`src/rtl/core/fre_pkg.sv`:
```
package fre_pkg;

  localparam int unsigned DATA_W        = 16;
  localparam int unsigned LINE_W        = 8;
  localparam int unsigned ACTION_W      = 4;
  localparam int unsigned REG_IDX_W     = 2;
  localparam int unsigned NUM_REGS      = 4;
  localparam int unsigned PROGRAM_LINES = 128;

  typedef enum logic [ACTION_W-1:0] {
    ACT_MOV   = 4'd0,
    ACT_ADD   = 4'd1,
    ACT_SUB   = 4'd2,
    ACT_MUL   = 4'd3,
    ACT_DIV   = 4'd4,
    ACT_JMP   = 4'd5,
    ACT_JE    = 4'd6,
    ACT_JNE   = 4'd7,
    ACT_JG    = 4'd8,
    ACT_JGE   = 4'd9,
    ACT_JL    = 4'd10,
    ACT_JLE   = 4'd11,
    ACT_READ  = 4'd12,
    ACT_PRINT = 4'd13,
    ACT_BLANK = 4'd14
  } action_e;

  typedef struct packed {
    logic [ACTION_W-1:0]      action;
    logic                     first_is_immediate;
    logic [REG_IDX_W-1:0]     first_register;
    logic signed [DATA_W-1:0] first_immediate;
    logic                     second_is_immediate;
    logic [REG_IDX_W-1:0]     second_register;
    logic signed [DATA_W-1:0] second_immediate;
    logic [REG_IDX_W-1:0]     target_register;
    logic [LINE_W-1:0]        jump_line;
    logic signed [DATA_W-1:0] read_value;
  } in_word_t;

  typedef struct packed {
    logic [LINE_W-1:0]        next_line;
    logic                     print_valid;
    logic signed [DATA_W-1:0] print_value;
    logic                     divide_by_zero;
  } out_word_t;

  // Commands from the controller to the datapath.
  typedef struct packed {
    logic latch_instr;
    logic start_div;
    logic div_step;
    logic commit;
  } cmd_t;

  // Status from the datapath to the controller.
  typedef struct packed {
    logic need_div;
    logic div_last;
  } status_t;

endpackage

```
`src/rtl/core/fre_stream_if.sv`:
```
interface fre_stream_if #(
  parameter type payload_t = logic
);
  logic     valid;
  logic     ready;
  payload_t payload;

  modport source (output valid, output payload, input ready);
  modport sink   (input valid, input payload, output ready);
endinterface

```
`src/rtl/core/fre_datapath.sv`:
```
module fre_datapath #(
  parameter int unsigned ProgramLines = fre_pkg::PROGRAM_LINES
) (
  input  logic                clk_i,
  input  logic                rst_ni,
  input  fre_pkg::in_word_t   instr_i,
  input  fre_pkg::cmd_t       cmd_i,
  output fre_pkg::status_t    status_o,
  output fre_pkg::out_word_t  out_word_o
);

  localparam int unsigned DW   = fre_pkg::DATA_W;
  localparam int unsigned LW   = fre_pkg::LINE_W;
  localparam int unsigned CntW = $clog2(DW);
  localparam logic [LW-1:0]   EndLine = LW'(ProgramLines);
  localparam logic [CntW-1:0] LastStep = CntW'(DW - 1);

  fre_pkg::in_word_t  instr_q;
  fre_pkg::out_word_t out_q;

  logic signed [DW-1:0] rf_mem [fre_pkg::NUM_REGS];
  logic                 rf_vld_q [fre_pkg::NUM_REGS];
  logic signed [DW-1:0] rd_a_q, rd_b_q;
  logic [fre_pkg::REG_IDX_W-1:0] rd_b_addr;

  logic [LW-1:0]   line_q;
  logic [DW-1:0]   quo_q, rem_q, dvs_q;
  logic [CntW-1:0] cnt_q;

  fre_pkg::action_e     act;
  logic                 ended;
  logic signed [DW-1:0] op_x, op_d, op_y, prod, quo_signed;
  logic [DW-1:0]        x_mag, d_mag;
  logic [DW:0]          rem_sh, diff;

  logic                 wr_en, taken, pv, dz;
  logic signed [DW-1:0] wr_val, pval;
  logic [LW:0]          next_wide;
  logic [LW-1:0]        next_line;

  // A compare jump has no target, so the second read port serves its second operand.
  always_comb begin
    if (instr_i.action >= fre_pkg::ACT_JE && instr_i.action <= fre_pkg::ACT_JLE) begin
      rd_b_addr = instr_i.second_register;
    end else begin
      rd_b_addr = instr_i.target_register;
    end
  end

  assign act   = fre_pkg::action_e'(instr_q.action);
  assign ended = (line_q >= EndLine);

  assign op_x = instr_q.first_is_immediate ? instr_q.first_immediate : rd_a_q;
  assign op_d = rd_b_q;
  assign op_y = instr_q.second_is_immediate ? instr_q.second_immediate : rd_b_q;

  assign x_mag = op_x[DW-1] ? DW'(~op_x + 1'b1) : DW'(op_x);
  assign d_mag = op_d[DW-1] ? DW'(~op_d + 1'b1) : DW'(op_d);
  assign prod  = op_x * op_d;
  assign quo_signed = (op_x[DW-1] ^ op_d[DW-1]) ? DW'(~quo_q + 1'b1) : quo_q;

  assign rem_sh = {rem_q, quo_q[DW-1]};
  assign diff   = rem_sh - {1'b0, dvs_q};

  always_comb begin
    wr_en  = 1'b0;
    wr_val = op_x;
    taken  = 1'b0;
    pv     = 1'b0;
    pval   = '0;
    dz     = 1'b0;
    unique case (act)
      fre_pkg::ACT_MOV: wr_en = 1'b1;
      fre_pkg::ACT_ADD: begin
        wr_en  = 1'b1;
        wr_val = op_d + op_x;
      end
      fre_pkg::ACT_SUB: begin
        wr_en  = 1'b1;
        wr_val = op_d - op_x;
      end
      fre_pkg::ACT_MUL: begin
        wr_en  = 1'b1;
        wr_val = prod;
      end
      fre_pkg::ACT_DIV: begin
        wr_en = 1'b1;
        if (op_d == '0) begin
          wr_val = '0;
          dz     = 1'b1;
        end else begin
          wr_val = quo_signed;
        end
      end
      fre_pkg::ACT_JMP:  taken = 1'b1;
      fre_pkg::ACT_JE:   taken = (op_x == op_y);
      fre_pkg::ACT_JNE:  taken = (op_x != op_y);
      fre_pkg::ACT_JG:   taken = (op_x > op_y);
      fre_pkg::ACT_JGE:  taken = (op_x >= op_y);
      fre_pkg::ACT_JL:   taken = (op_x < op_y);
      fre_pkg::ACT_JLE:  taken = (op_x <= op_y);
      fre_pkg::ACT_READ: begin
        wr_en  = 1'b1;
        wr_val = instr_q.read_value;
      end
      fre_pkg::ACT_PRINT: begin
        pv   = 1'b1;
        pval = op_x;
      end
      default: ;
    endcase

    // A taken jump to its own line falls through.
    if (taken && instr_q.jump_line != line_q) begin
      next_wide = {1'b0, instr_q.jump_line};
    end else begin
      next_wide = {1'b0, line_q} + 1'b1;
    end
    if (next_wide > {1'b0, EndLine}) begin
      next_line = EndLine;
    end else begin
      next_line = next_wide[LW-1:0];
    end

    // Past the end of the program the instruction has no effect.
    if (ended) begin
      next_line = EndLine;
      wr_en     = 1'b0;
      pv        = 1'b0;
      pval      = '0;
      dz        = 1'b0;
    end
  end

  assign status_o.need_div = (act == fre_pkg::ACT_DIV) && !ended && (op_d != '0);
  assign status_o.div_last = (cnt_q == LastStep);

  always_ff @(posedge clk_i or negedge rst_ni) begin
    if (!rst_ni) begin
      line_q <= '0;
      cnt_q  <= '0;
      for (int i = 0; i < fre_pkg::NUM_REGS; i++) begin
        rf_vld_q[i] <= 1'b0;
      end
    end else begin
      if (cmd_i.commit) begin
        line_q <= next_line;
        if (wr_en) begin
          rf_vld_q[instr_q.target_register] <= 1'b1;
        end
      end
      if (cmd_i.start_div) begin
        cnt_q <= '0;
      end else if (cmd_i.div_step) begin
        cnt_q <= cnt_q + 1'b1;
      end
    end
  end

  always_ff @(posedge clk_i) begin
    if (cmd_i.latch_instr) begin
      instr_q <= instr_i;
      rd_a_q  <= rf_vld_q[instr_i.first_register] ? rf_mem[instr_i.first_register] : '0;
      rd_b_q  <= rf_vld_q[rd_b_addr] ? rf_mem[rd_b_addr] : '0;
    end
    if (cmd_i.commit && wr_en) begin
      rf_mem[instr_q.target_register] <= wr_val;
    end
    if (cmd_i.commit) begin
      out_q.next_line      <= next_line;
      out_q.print_valid    <= pv;
      out_q.print_value    <= pval;
      out_q.divide_by_zero <= dz;
    end
    // Restoring division on magnitudes, one quotient bit per cycle.
    if (cmd_i.start_div) begin
      quo_q <= x_mag;
      rem_q <= '0;
      dvs_q <= d_mag;
    end else if (cmd_i.div_step) begin
      if (!diff[DW]) begin
        rem_q <= diff[DW-1:0];
        quo_q <= {quo_q[DW-2:0], 1'b1};
      end else begin
        rem_q <= rem_sh[DW-1:0];
        quo_q <= {quo_q[DW-2:0], 1'b0};
      end
    end
  end

  assign out_word_o = out_q;

endmodule

```
`src/rtl/core/fre_ctrl.sv`:
```
module fre_ctrl (
  input  logic             clk_i,
  input  logic             rst_ni,
  input  logic             in_valid_i,
  output logic             in_ready_o,
  output logic             out_valid_o,
  input  logic             out_ready_i,
  input  fre_pkg::status_t status_i,
  output fre_pkg::cmd_t    cmd_o
);

  localparam logic [1:0] ST_IDLE   = 2'd0;
  localparam logic [1:0] ST_EXEC   = 2'd1;
  localparam logic [1:0] ST_DIVIDE = 2'd2;
  localparam logic [1:0] ST_FINISH = 2'd3;

  logic [1:0] state_q, state_d;
  logic       out_valid_q, out_valid_d;
  logic       slot_free;

  // The output register can take a new word when empty or emptying this cycle.
  assign slot_free = !out_valid_q || out_ready_i;

  always_comb begin
    state_d = state_q;
    cmd_o   = '0;
    unique case (state_q)
      ST_IDLE: begin
        if (in_valid_i) begin
          cmd_o.latch_instr = 1'b1;
          state_d           = ST_EXEC;
        end
      end
      ST_EXEC: begin
        if (status_i.need_div) begin
          cmd_o.start_div = 1'b1;
          state_d         = ST_DIVIDE;
        end else if (slot_free) begin
          cmd_o.commit = 1'b1;
          state_d      = ST_IDLE;
        end
      end
      ST_DIVIDE: begin
        cmd_o.div_step = 1'b1;
        if (status_i.div_last) begin
          state_d = ST_FINISH;
        end
      end
      ST_FINISH: begin
        if (slot_free) begin
          cmd_o.commit = 1'b1;
          state_d      = ST_IDLE;
        end
      end
      default: state_d = ST_IDLE;
    endcase
  end

  always_comb begin
    out_valid_d = out_valid_q;
    if (cmd_o.commit) begin
      out_valid_d = 1'b1;
    end else if (out_ready_i) begin
      out_valid_d = 1'b0;
    end
  end

  always_ff @(posedge clk_i or negedge rst_ni) begin
    if (!rst_ni) begin
      state_q     <= ST_IDLE;
      out_valid_q <= 1'b0;
    end else begin
      state_q     <= state_d;
      out_valid_q <= out_valid_d;
    end
  end

  assign in_ready_o  = (state_q == ST_IDLE);
  assign out_valid_o = out_valid_q;

  a_commit_needs_slot: assert property (@(posedge clk_i) disable iff (!rst_ni)
    cmd_o.commit |-> (!out_valid_q || out_ready_i))
    else $error("result committed over an untaken word");

  a_commit_shows_word: assert property (@(posedge clk_i) disable iff (!rst_ni)
    cmd_o.commit |=> out_valid_q)
    else $error("committed result not presented");

  a_accept_starts_exec: assert property (@(posedge clk_i) disable iff (!rst_ni)
    (in_valid_i && in_ready_o) |=> (state_q == ST_EXEC))
    else $error("accepted word did not start execution");

  a_div_ends_finish: assert property (@(posedge clk_i) disable iff (!rst_ni)
    (state_q == ST_DIVIDE && status_i.div_last) |=> (state_q == ST_FINISH))
    else $error("divider ran past its last step");

endmodule

```
`src/rtl/core/four_register_instruction_execute_top.sv`:
```
// Executes one pre-decoded instruction per input word on a machine with four
// 16-bit signed registers and a program line counter, and returns one result
// word per instruction carrying the next line to fetch, an optional printed
// value and a divide-by-zero flag. Instructions are handled one at a time: a
// move, add, subtract, multiply, jump, read, print or blank is latched, then
// executed and written to the output register. A divide with a nonzero divisor
// passes through the restoring divider first, which produces one quotient bit
// per cycle. The next word is accepted as soon as the previous result is
// registered, even while that result still waits to be taken; only when the
// output register is still full at the end of an instruction does execution
// hold. The register file resets to zero and the line counter to line zero.
// Once the counter reaches ProgramLines every further instruction is ignored
// and reports ProgramLines as the next line.
module four_register_instruction_execute_top #(
  parameter int unsigned ProgramLines = fre_pkg::PROGRAM_LINES
) (
  input logic          clk_i,
  input logic          rst_ni,
  fre_stream_if.sink   in_i,
  fre_stream_if.source out_o
);

  fre_pkg::cmd_t      cmd;
  fre_pkg::status_t   status;
  fre_pkg::out_word_t out_word;

  // The controller sequences fetch, execute, divide and commit.
  fre_ctrl u_ctrl (
    .clk_i       (clk_i),
    .rst_ni      (rst_ni),
    .in_valid_i  (in_i.valid),
    .in_ready_o  (in_i.ready),
    .out_valid_o (out_o.valid),
    .out_ready_i (out_o.ready),
    .status_i    (status),
    .cmd_o       (cmd)
  );

  // The datapath holds the register file, line counter, divider and result word.
  fre_datapath #(
    .ProgramLines (ProgramLines)
  ) u_datapath (
    .clk_i      (clk_i),
    .rst_ni     (rst_ni),
    .instr_i    (in_i.payload),
    .cmd_i      (cmd),
    .status_o   (status),
    .out_word_o (out_word)
  );

  assign out_o.payload = out_word;

endmodule

```
`src/flat_wrapper.sv`:
```
// flat-port wrapper written by rule: the top's interface ports become plain ports
module four_register_instruction_execute_top_flat import fre_pkg::*;
#(
  parameter int unsigned ProgramLines = fre_pkg::PROGRAM_LINES
)
  (clk_i, rst_ni, in_i_valid, in_i_payload, in_i_ready, out_o_valid, out_o_payload, out_o_ready);
  fre_stream_if #(.payload_t(in_word_t)) in_i_i ();
  fre_stream_if #(.payload_t(out_word_t)) out_o_i ();
  input logic clk_i;
  input logic rst_ni;
  input wire logic [$bits(in_i_i.valid)-1:0] in_i_valid;
  input wire logic [$bits(in_i_i.payload)-1:0] in_i_payload;
  output wire logic [$bits(in_i_i.ready)-1:0] in_i_ready;
  output wire logic [$bits(out_o_i.valid)-1:0] out_o_valid;
  output wire logic [$bits(out_o_i.payload)-1:0] out_o_payload;
  input wire logic [$bits(out_o_i.ready)-1:0] out_o_ready;
  assign in_i_i.valid = in_i_valid;
  assign in_i_i.payload = in_i_payload;
  assign in_i_ready = in_i_i.ready;
  assign out_o_valid = out_o_i.valid;
  assign out_o_payload = out_o_i.payload;
  assign out_o_i.ready = out_o_ready;
  four_register_instruction_execute_top #(.ProgramLines(ProgramLines)) u_core (.clk_i(clk_i), .rst_ni(rst_ni), .in_i(in_i_i), .out_o(out_o_i));
endmodule
```
`config.mk`:
```
export PLATFORM = sky130hd
export DESIGN_NAME = four_register_instruction_execute_top_flat
export DESIGN_NICKNAME = d
export VERILOG_FILES = /design/src/rtl/core/fre_pkg.sv /design/src/rtl/core/fre_stream_if.sv /design/src/rtl/core/fre_datapath.sv /design/src/rtl/core/fre_ctrl.sv /design/src/rtl/core/four_register_instruction_execute_top.sv /design/src/flat_wrapper.sv
export SDC_FILE = /design/constraint.sdc
export NUM_CORES = 1
export LEC_CHECK = 0
export BUFFER_PORTS_ARGS = -buffer_cell sky130_fd_sc_hd__buf_2
export CORE_ASPECT_RATIO = 2
export CORE_MARGIN = 3
export CORE_UTILIZATION = 45
export CTS_BUF_LIST = sky130_fd_sc_hd__clkbuf_2 sky130_fd_sc_hd__clkbuf_4 sky130_fd_sc_hd__clkbuf_8
export DETAILED_ROUTE_END_ITERATION = 10
export PLACE_DENSITY = 0.62
export SLEW_MARGIN = 10
export SYNTH_ARGS = -nofsm -noshare
export SYNTH_HDL_FRONTEND = slang
export SYNTH_SLANG_ARGS = --single-unit
export TNS_END_PERCENT = 10
```
`constraint.sdc`:
```
create_clock -name clk_i -period 7.15 [get_ports clk_i]
set_input_delay 0.715 -clock clk_i [delete_from_list [all_inputs] [get_ports clk_i]]
set_output_delay 0.715 -clock clk_i [all_outputs]
set_load 0.1 [all_outputs]
```
# Yosys cells after proc, flatten, opt, wreduce, memory -nomap -nowiden
# Memories as Yosys holds them, arrays and structs flattened. A register that Yosys moved wholly into a read port is not among the register bits.
# Cells that the tools add are included.
[totals] ff_bits=157 ramBits=64 in_bits=72 out_inout_bits=28 word_cells=147 memories=1
[classes] n_addsub=8 multipliers=1 order_cmp=12 eq_ne=22 mux=47 bitwise_logic=10 n_reduce_logical=22
[memory_table] name="u_core.u_datapath.rf_mem" depth=4 word_bits=16 read_ports=2 rd_ports_with_merged_regs=2 write_ports=1 line="fre_datapath.sv:21" source="logic signed [DW-1:0] rf_mem [fre_pkg::NUM_REGS];"
[ops] op="16-bit 2-to-1 mux" n=8
[ops] op="16-bit case mux with 5 select lines" n=1
[ops] op="16-bit by 1-bit adder with 16-bit output (second input constant)" n=3
[ops] op="16-bit inverter" n=3
[ops] op="4-bit == test (second input constant)" n=7
[ops] op="1-bit 2-to-1 mux" n=21
[ops] op="17-bit by 16-bit subtractor with 17-bit output" n=1
[ops] op="16-bit adder" n=1
[ops] op="16-bit == test" n=1
[ops] op="4-bit by 3-bit == test with 1-bit output (second input constant)" n=4
[ops] op="16-bit greater-or-equal comparator" n=1
[ops] op="16-bit > comparator" n=1
[ops] op="16-bit <= comparator" n=1
[ops] op="16-bit logical NOT" n=1
[ops] op="16-bit less-than comparator" n=1
[ops] op="16-bit by 16-bit multiplier with 16-bit output" n=1
[ops] op="8-bit 2-to-1 mux" n=2
[ops] op="16-bit inequality test" n=1
[ops] op="16-bit nonzero test" n=1
[ops] op="16-bit subtractor" n=1
[ops] op="15-bit 2-to-1 mux" n=1
[ops] op="2-bit 2-to-1 mux" n=5
[ops] op="8-bit by 1-bit adder with 9-bit output (second input constant)" n=1
[ops] op="3-bit greater-or-equal comparator (second input constant)" n=3
[ops] op="33 further kinds" n=51

# Depth between registers and ports, before layout
# Gate-level depths: netlist of the first run.
[depth] word_depth=9 mapped_depth=28 mapped_depth_nobuf=25

# Modules after synthesis
# A second synthesis of the first run with hierarchy kept.
[hier_totals] hier_cells=1659 hier_area_um2=18099.9
[by_module_without_submodules] module="fre_datapath" instances=1 cells_per_inst=1640 area_per_inst_um2=17928.4 seq_area_each_um2=7267.0
[by_module_without_submodules] module="fre_ctrl" instances=1 cells_per_inst=19 area_per_inst_um2=171.4 seq_area_each_um2=75.1

# Worst setup path after synthesis of the first run
# Ideal clock, no wire load.
[synth_timing] path_kind="input to register" from="input in_i_valid" to="register u_core.u_datapath.instr_q, in the netlist u_core.u_datapath.act[0] (enable)" setup_ps=668 t_arrival_ps=7233 required_ps=6482 slack_ps=-751 stages=2 path_buffers=0 cell_sequence="inv_1 -> nor3_1"
[synth_rtl] element="start, declared" line="flat_wrapper.sv:11" source="input wire logic [$bits(in_i_i.valid)-1:0] in_i_valid;"
[synth_rtl] element="end signal, assigned" line="fre_datapath.sv:162" source="instr_q <= instr_i;"
[synth_rtl] element="end, declared" line="fre_datapath.sv:18" source="fre_pkg::in_word_t instr_q;"

# Worst setup path after layout of the first run
[layout_timing] from="register u_core.u_datapath.instr_q[63] in the netlist's numbering" to="memory u_core.u_datapath.rf_mem[2][15] in the netlist's numbering, data pin"
[layout_between] elab_chain_len=5 elab_cells_between_ends=8 classes_between="add/sub (2); mul (1); mux (4); bitwise (1)"
[layout_rtl] element="16-bit 2-to-1 mux (*)" line="fre_datapath.sv:53" source="assign op_x = instr_q.first_is_immediate ? instr_q.first_immediate : rd_a_q;"
[layout_rtl] element="branches (longest 3 deep; another with 16-bit by 16-bit multiplier with 16-bit output)"
[layout_rtl] element="16-bit case mux with 5 select lines (*)" line="fre_datapath.sv:72" source="unique case (act)"
[layout_rtl] element="named net u_core.u_datapath.wr_val[15]" line="fre_datapath.sv:37" source="logic signed [DW-1:0] wr_val, pval;"
[layout_rtl] element="end, declared" line="fre_datapath.sv:21"
# Mark *: on every way through the listed nets, which the timed path passes.

==> impl_metrics.json, run 1 <==
{
  "drt_iter0_drc": 697,
  "initial_core_util_pct": 45.9,
  "grt_use_met3_pct": 3.09,
  "status": "completed",
  "synth-compound-area-share_pct": 9.37,
  "cp_data_required_time_ns": 7.50,
  "synth-simple-area-share_pct": 13.6,
  "finalNetCount": 2076,
  "startpoint": "u_core.u_datapath.instr_q[63]",
  "place_ws_ns": 0.280,
  "rr_endpoint": "u_core.u_datapath.rf_mem[2][15]",
  "clk_latency_ns": 0.58,
  "endpoint_kind": "flop",
  "coreArea_um2": 38900,
  "ys.flop_type": "edfxtp_1",
  "fp-row-count": 102,
  "dp_hpwl_mm": 40.2,
  "routed_wl_mm": 52.0,
  "num_vias": 13100,
  "setup_tns_ns": 0,
  "netlist_instances": 1684,
  "synth_cell_types": 82,
  "synth_xor_area_share_pct": 6.58,
  "yosys.area.top_type": "edfxtp_1",
  "drc_errors": 0,
  "dieArea_um2": 42300,
  "grtUsageMet2_pct": 46.6,
  "post-route-util_pct": 51.6,
  "synth-adder-area-share_pct": 17.2,
  "worst_slew_margin_rel_pct": 22.9,
  "routedWlPerCell_um": 22.0,
  "ys_ff_latch": 253,
  "drtPass1Iterations": 5,
  "synth_top_family_by_area": "adder cells",
  "antenna_found_initial": 1,
  "die_w_um": 147,
  "grt_max_degree": 70,
  "drive_above_1_share_pct": 15.9,
  "syn_area_um2": 17900,
  "start_kind": "flop",
  "worst-slew-pin-transition_ns": 1.13,
  "syn2layout_area_growth_pct": 12.3,
  "vias_per_cell": 5.56,
  "syn-num-nets": 1953,
  "hp-class": "in -> async",
  "fin_crit_sh_pct": 94.7,
  "cts_made_buffers": 41,
  "seq_area_frac_synth_pct": 41.1,
  "endpoint": "u_core.u_datapath.rf_mem[2][15]",
  "htreeDepth": 2,
  "arrival_ns": 7.13,
  "cts_setup_buffers": 0,
  "reg2regPathDepth": 22,
  "drv_cap": 0,
  "rsz0062_at_grt": "false",
  "hold_ws_ns": 0.112,
  "seqCellArea_um2": 7340,
  "fin_crit_ns": 6.77,
  "clkTransAtPathRegs_ns": 0.07,
  "place_congestion": 0.988,
  "multi_input_area_um2": 9590,
  "io_buffer_count": 99,
  "ys_top_cells_by_area": "edfxtp_1 37%, fa_1 9.1%, ha_1 8.1%",
  "final_max_slew_viol_count": 0,
  "synth-edff-count": 218,
  "clockBufferDepth": 3,
  "die_h_um": 288,
  "finalHoldViolCount": 0,
  "grt.overflow.total": 0,
  "fmax_mhz": 148,
  "cts-root-buf": "clkbuf_8",
  "cp_max_fo": 16,
  "finalSetupViolCount": 0,
  "antenna_left": 0,
  "grt_usage_pct": 24.7,
  "synth_top_area_share_pct": 36.6,
  "synth.avg_cell_area_um2": 10.6,
  "synthMuxAreaShare_pct": 6.55,
  "rr_startpoint": "u_core.u_datapath.instr_q[63]",
  "busiest_layer": "met2",
  "grt_use_met1_pct": 25.1,
  "grt_pass1_vias": 14000,
  "ys_warn_count": 0,
  "crit_type": "reg -> reg",
  "io_pins": 100,
  "grt_pass1_wl_mm": 80.0,
  "fill_cells": 3553,
  "cts_sinks": 253,
  "cts_tree": "yes",
  "async_flop_share_pct": 7.51,
  "skew_ns": 0.0274,
  "setup_ws_ns": 0.378,
  "ff2ff_setup_slack_ns": 0.38
}
## layer usage
metal | vias up | routed length (um)
met5 | - | 0
met4 | 0 | 4110
met3 | 178 | 2280
met2 | 414 | 27900
met1 | 6436 | 17700
li1 | 6085 | -
## worst min path at each step
stage                                     to                        from  slack (ns)  cells past startpoint
6_report       u_core.u_datapath.rf_vld_q[3]                      rst_ni        0.11                      1
2_1_floorplan      u_core.u_ctrl.out_valid_o                      rst_ni        0.42                      0
4_1_cts        u_core.u_datapath.rf_vld_q[3]                      rst_ni        0.09                      1
3_3_place_gp      u_core.u_datapath.rem_q[9]  u_core.u_datapath.rem_q[9]        0.47                      2
3_5_place_dp      u_core.u_datapath.cnt_q[3]  u_core.u_datapath.cnt_q[3]        0.48                      1
5_1_grt        u_core.u_datapath.rf_vld_q[2]                      rst_ni        0.11                      1
## worst max-delay path, cell delays in order, from the launching register on
cell and delay [ns]:
edfxtp_1 0.32, buf_4 0.33, mux2_2 0.48, buf_4 0.23
and2_1 0.18, fa_1 0.49, inv_1 0.06, fa_1 0.50
fa_1 0.43, fa_1 0.54, inv_1 0.05, fa_1 0.47
inv_1 0.07, fa_1 0.53, inv_1 0.05, ha_1 0.35
and3_1 0.20, a211o_1 0.32, a21o_1 0.18, a21oi_1 0.17
xnor2_1 0.14, nand2_1 0.09, a32oi_2 0.37
## cells in the final DEF, fill, tap and decap left out, types with 8 or more instances in the layout
| master | Yosys | layout |
|---|---|---|
| and3_1 | 9 | 9 |
| inv_1 | 173 | 173 |
| a211oi_1 | 37 | 37 |
| dfrtp_1 | 19 | 19 |
| nor2b_1 | 46 | 46 |
| dfxtp_1 | 16 | 16 |
| nand2b_1 | 13 | 13 |
| xor2_1 | 33 | 33 |
| edfxtp_1 | 218 | 218 |
| fa_1 | 81 | 81 |
| clkbuf_4 | 0 | 12 |
| mux2i_1 | 66 | 64 |
| o21a_1 | 12 | 12 |
| or3_1 | 9 | 9 |
| xnor2_1 | 97 | 97 |
| nand3_1 | 24 | 24 |
| and2_1 | 45 | 45 |
| mux4_2 | 16 | 16 |
| a221oi_1 | 10 | 10 |
| or2_2 | 8 | 8 |
| nand2_1 | 185 | 185 |
| ha_1 | 116 | 116 |
| buf_4 | 1 | 57 |
| clkbuf_8 | 1 | 44 |
| a21oi_1 | 52 | 51 |
| o21ai_0 | 62 | 61 |
| clkinv_1 | 6 | 9 |
| a21o_1 | 10 | 10 |
| buf_2 | 5 | 99 |
| nor2_1 | 94 | 94 |
| nor3_1 | 19 | 17 |
| o31ai_1 | 16 | 15 |
| nor4_1 | 9 | 9 |
## area by class of cell
class                      instances  area share [%]
tap                              520            3.24
clock buffer                      56            3.46
clock inverter                    19           0.947
inverter                         181            3.38
multi-input combinational       1174            47.8
timing repair buffer             156            4.60
antenna                            1          0.0125
sequential                       253            36.6
## repair_timing
| item | in CTS | in global routing |
|---|---|---|
| endpoints found under the setup margin | 0 | 4 |
| hold buffers | 0 | 0 |
| gates resized for setup | 0 | 1 |
## cells in the mapped netlist (12+ instances only)
cell / count
edfxtp_1: 218
nand2_1: 185
inv_1: 173
ha_1: 116
xnor2_1: 97
nor2_1: 94
fa_1: 81
mux2i_1: 66
o21ai_0: 62
clkbuf_1: 56
a21oi_1: 52
nor2b_1: 46
and2_1: 45
a211oi_1: 37
xor2_1: 33
nand3_1: 24
dfrtp_1: 19
nor3_1: 19
dfxtp_1: 16
mux4_2: 16
o31ai_1: 16
nand2b_1: 13
o21a_1: 12
## registers in the layout, indices dropped and copies added (netlist names), 8 cells and up
name and count:
u_core.u_datapath.quo_q 16, u_core.u_datapath.rd_a_q 16, u_core.u_datapath.rem_q 16, u_core.u_datapath.rf_mem 64
u_core.u_datapath.out_word_o 26, u_core.u_datapath.instr_q 60, u_core.u_datapath.op_d 16, u_core.u_datapath.line_q 8
u_core.u_datapath.dvs_q 16
## stage by stage
stage / instances / instance area [um^2]
global route: 2360 / 20100
detailed placement: 2284 / 19200
finish: 2360 / 20100
CTS: 2359 / 20100
floorplan: 1684 / 17900
global placement: 2284 / 19200
## kinds of logic after synthesis
kind of cell               Yosys count
and+or+nand+nor                    496
buffers and inverters              257
AOI/OAI and AO/OA                  255
DFF                                253
adders and majority gates          197
xor gates and xnor gates           132
muxes                               94
Power of run 1 is not shown: default switching activity piles up to over one toggle a cycle in this logic, so the estimate is an artifact.
==> run 2: changes to the inputs <==
--- a/config.mk
+++ b/config.mk
@@ -11,6 +11,7 @@
 export CORE_UTILIZATION = 45
 export CTS_BUF_LIST = sky130_fd_sc_hd__clkbuf_2 sky130_fd_sc_hd__clkbuf_4 sky130_fd_sc_hd__clkbuf_8
 export DETAILED_ROUTE_END_ITERATION = 10
+export GPL_TIMING_DRIVEN = 0
 export PLACE_DENSITY = 0.62
 export SLEW_MARGIN = 10
 export SYNTH_ARGS = -nofsm -noshare
==> impl_metrics.json, run 2 (synthesized netlist as in run 1, its figures left out) <==
{
  "syn2layout_area_growth_pct": 13.7,
  "cts_tree": "yes",
  "initial_core_util_pct": 45.9,
  "crit_family": "adder cells",
  "ff2ff_setup_slack_ns": 0.15,
  "drt_iter0_drc": 661,
  "drv_cap": 0,
  "cp_slowest_stage_delay_ns": 0.59,
  "finalNetCount": 2116,
  "grt_max_degree": 29,
  "fill_cells": 3549,
  "endpoint_kind": "flop",
  "reg2regPathDepth": 22,
  "fp-row-count": 102,
  "antenna_left": 0,
  "rr_endpoint": "u_core.u_datapath.rf_mem[1][15]",
  "status": "completed",
  "cp_data_required_time_ns": 7.53,
  "hp-class": "in -> async",
  "dpl-instance-area_um2": 19200,
  "final_max_slew_viol_count": 0,
  "critPathBufInv": 6,
  "num_vias": 13400,
  "ctsHoldBuffers": 0,
  "die_w_um": 147,
  "grt_pass1_wl_mm": 81.3,
  "clk_latency_ns": 0.58,
  "setup_ws_ns": 0.149,
  "cts_made_buffers": 38,
  "finalHoldViolCount": 0,
  "fmax_mhz": 143,
  "cp_max_fo": 7,
  "layout_commonest_cell": "edfxtp_1",
  "top_register": "u_core.u_datapath.rf_mem",
  "rr_startpoint": "u_core.u_datapath.instr_q[63]",
  "grt_usage_pct": 25.6,
  "post-route-util_pct": 52.2,
  "antenna_found_initial": 1,
  "drive_above_1_share_pct": 15.0,
  "cpMaxStageDelayCell": "fa_1",
  "io_buffer_count": 97,
  "skew_ns": 0.0278,
  "rsz0062_at_grt": "false",
  "routedWlPerCell_um": 22.7,
  "clockBufferDepth": 3,
  "drc_errors": 0,
  "cts_sinks": 253,
  "dp_hpwl_mm": 43.0,
  "die_h_um": 288,
  "grt_pass1_vias": 14200,
  "io_pins": 100,
  "multi_input_area_um2": 9700,
  "place_congestion": 0.982,
  "worst_path_most_repeated_cell": "fa_1",
  "seqCellArea_um2": 7340,
  "finalSetupViolCount": 0,
  "fin_area_um2": 20300,
  "largest_reg_flops": 64,
  "cts-root-buf": "clkbuf_8",
  "cp_cell_sequence": "buf_12, mux2i_4, clkinvlp_4, and2_4, fa_1, inv_1, fa_1, fa_1, fa_1, inv_1, fa_1, inv_1, fa_1, inv_1, ha_1, and3_1, a211o_1, a21o_1, a21oi_2, xnor2_1, nand2_1, a32oi_4",
  "final_cell_mix": "218 x edfxtp_1, 185 x nand2_1, 167 x inv_1",
  "fin_crit_ns": 7.00,
  "place_ws_ns": -1.16,
  "htreeDepth": 2,
  "worst-slew-pin-transition_ns": 1.14,
  "fin_crit_sh_pct": 97.9,
  "routed_wl_mm": 54.4,
  "coreArea_um2": 38900,
  "vias_per_cell": 5.59,
  "drtPass1Iterations": 6,
  "dieArea_um2": 42300,
  "grt.overflow.total": 0,
  "setup_tns_ns": 0,
  "worst_slew_margin_rel_pct": 23.3,
  "arrival_ns": 7.38,
  "crit_type": "reg -> reg",
  "start_kind": "flop",
  "clkTransAtPathRegs_ns": 0.06,
  "cp.depth": 22
}
run 2: changes by cell type in the layout (fill, tap and decap cells not counted), sizes merged:
cell | before | now
inv | 176 | 174
clkinv | 17 | 20
clkbuf | 56 | 101
buf | 156 | 147
run 2: how the worst max path moves through the flow:
stage / startpoint / endpoint / slack, ns
after floorplan: u_core.u_datapath.instr_q[63] / u_core.u_datapath.rf_mem[0][15] / 0.59
after global placement: u_core.u_datapath.instr_q[63] / u_core.u_datapath.rf_mem[1][15] / -1.29
after CTS: u_core.u_datapath.instr_q[63] / u_core.u_datapath.rf_mem[1][15] / 0.004
after detailed placement: u_core.u_datapath.instr_q[63] / u_core.u_datapath.rf_mem[1][15] / -1.16
after global routing: u_core.u_datapath.instr_q[63] / u_core.u_datapath.rf_mem[1][15] / 0.006
final: u_core.u_datapath.instr_q[63] / u_core.u_datapath.rf_mem[1][15] / 0.15
run 2: timing repair:
action                                  in CTS  in global routing
buffers inserted                             8                 14
pin swaps                                    0                  2
resized for setup                           36                 22
endpoints found under the setup margin      28                 12
run 2: through the flow:
| step | hold WS, ns | std cells |
|---|---|---|
| 2_1_floorplan | 0.419 | 1684 |
| 3_3_place_gp | 0.470 | 2301 |
| 3_5_place_dp | 0.477 | 2309 |
| 4_1_cts | 0.0955 | 2382 |
| 5_1_grt | 0.127 | 2397 |
| 6_report | 0.107 | 2397 |
run 2: final cells by class:
cell class / count / share of cell area [%]
antenna: 1 / 0.0123
buffer: 72 / 1.83
clock buffer: 49 / 2.98
clock inverter: 20 / 0.862
inverter: 181 / 3.45
multi-input combinational: 1174 / 47.7
sequential: 253 / 36.1
tap: 520 / 3.20
timing repair buffer: 127 / 3.84
run 2: per-layer routing:
layer  global-route usage [%]  share of wire [%]
met1                     24.0                 33
met2                     48.4                 54
met3                     3.43                3.6
met4                     21.0                9.8
met5                        0                  0
Power of run 2 is left out for the same reason.
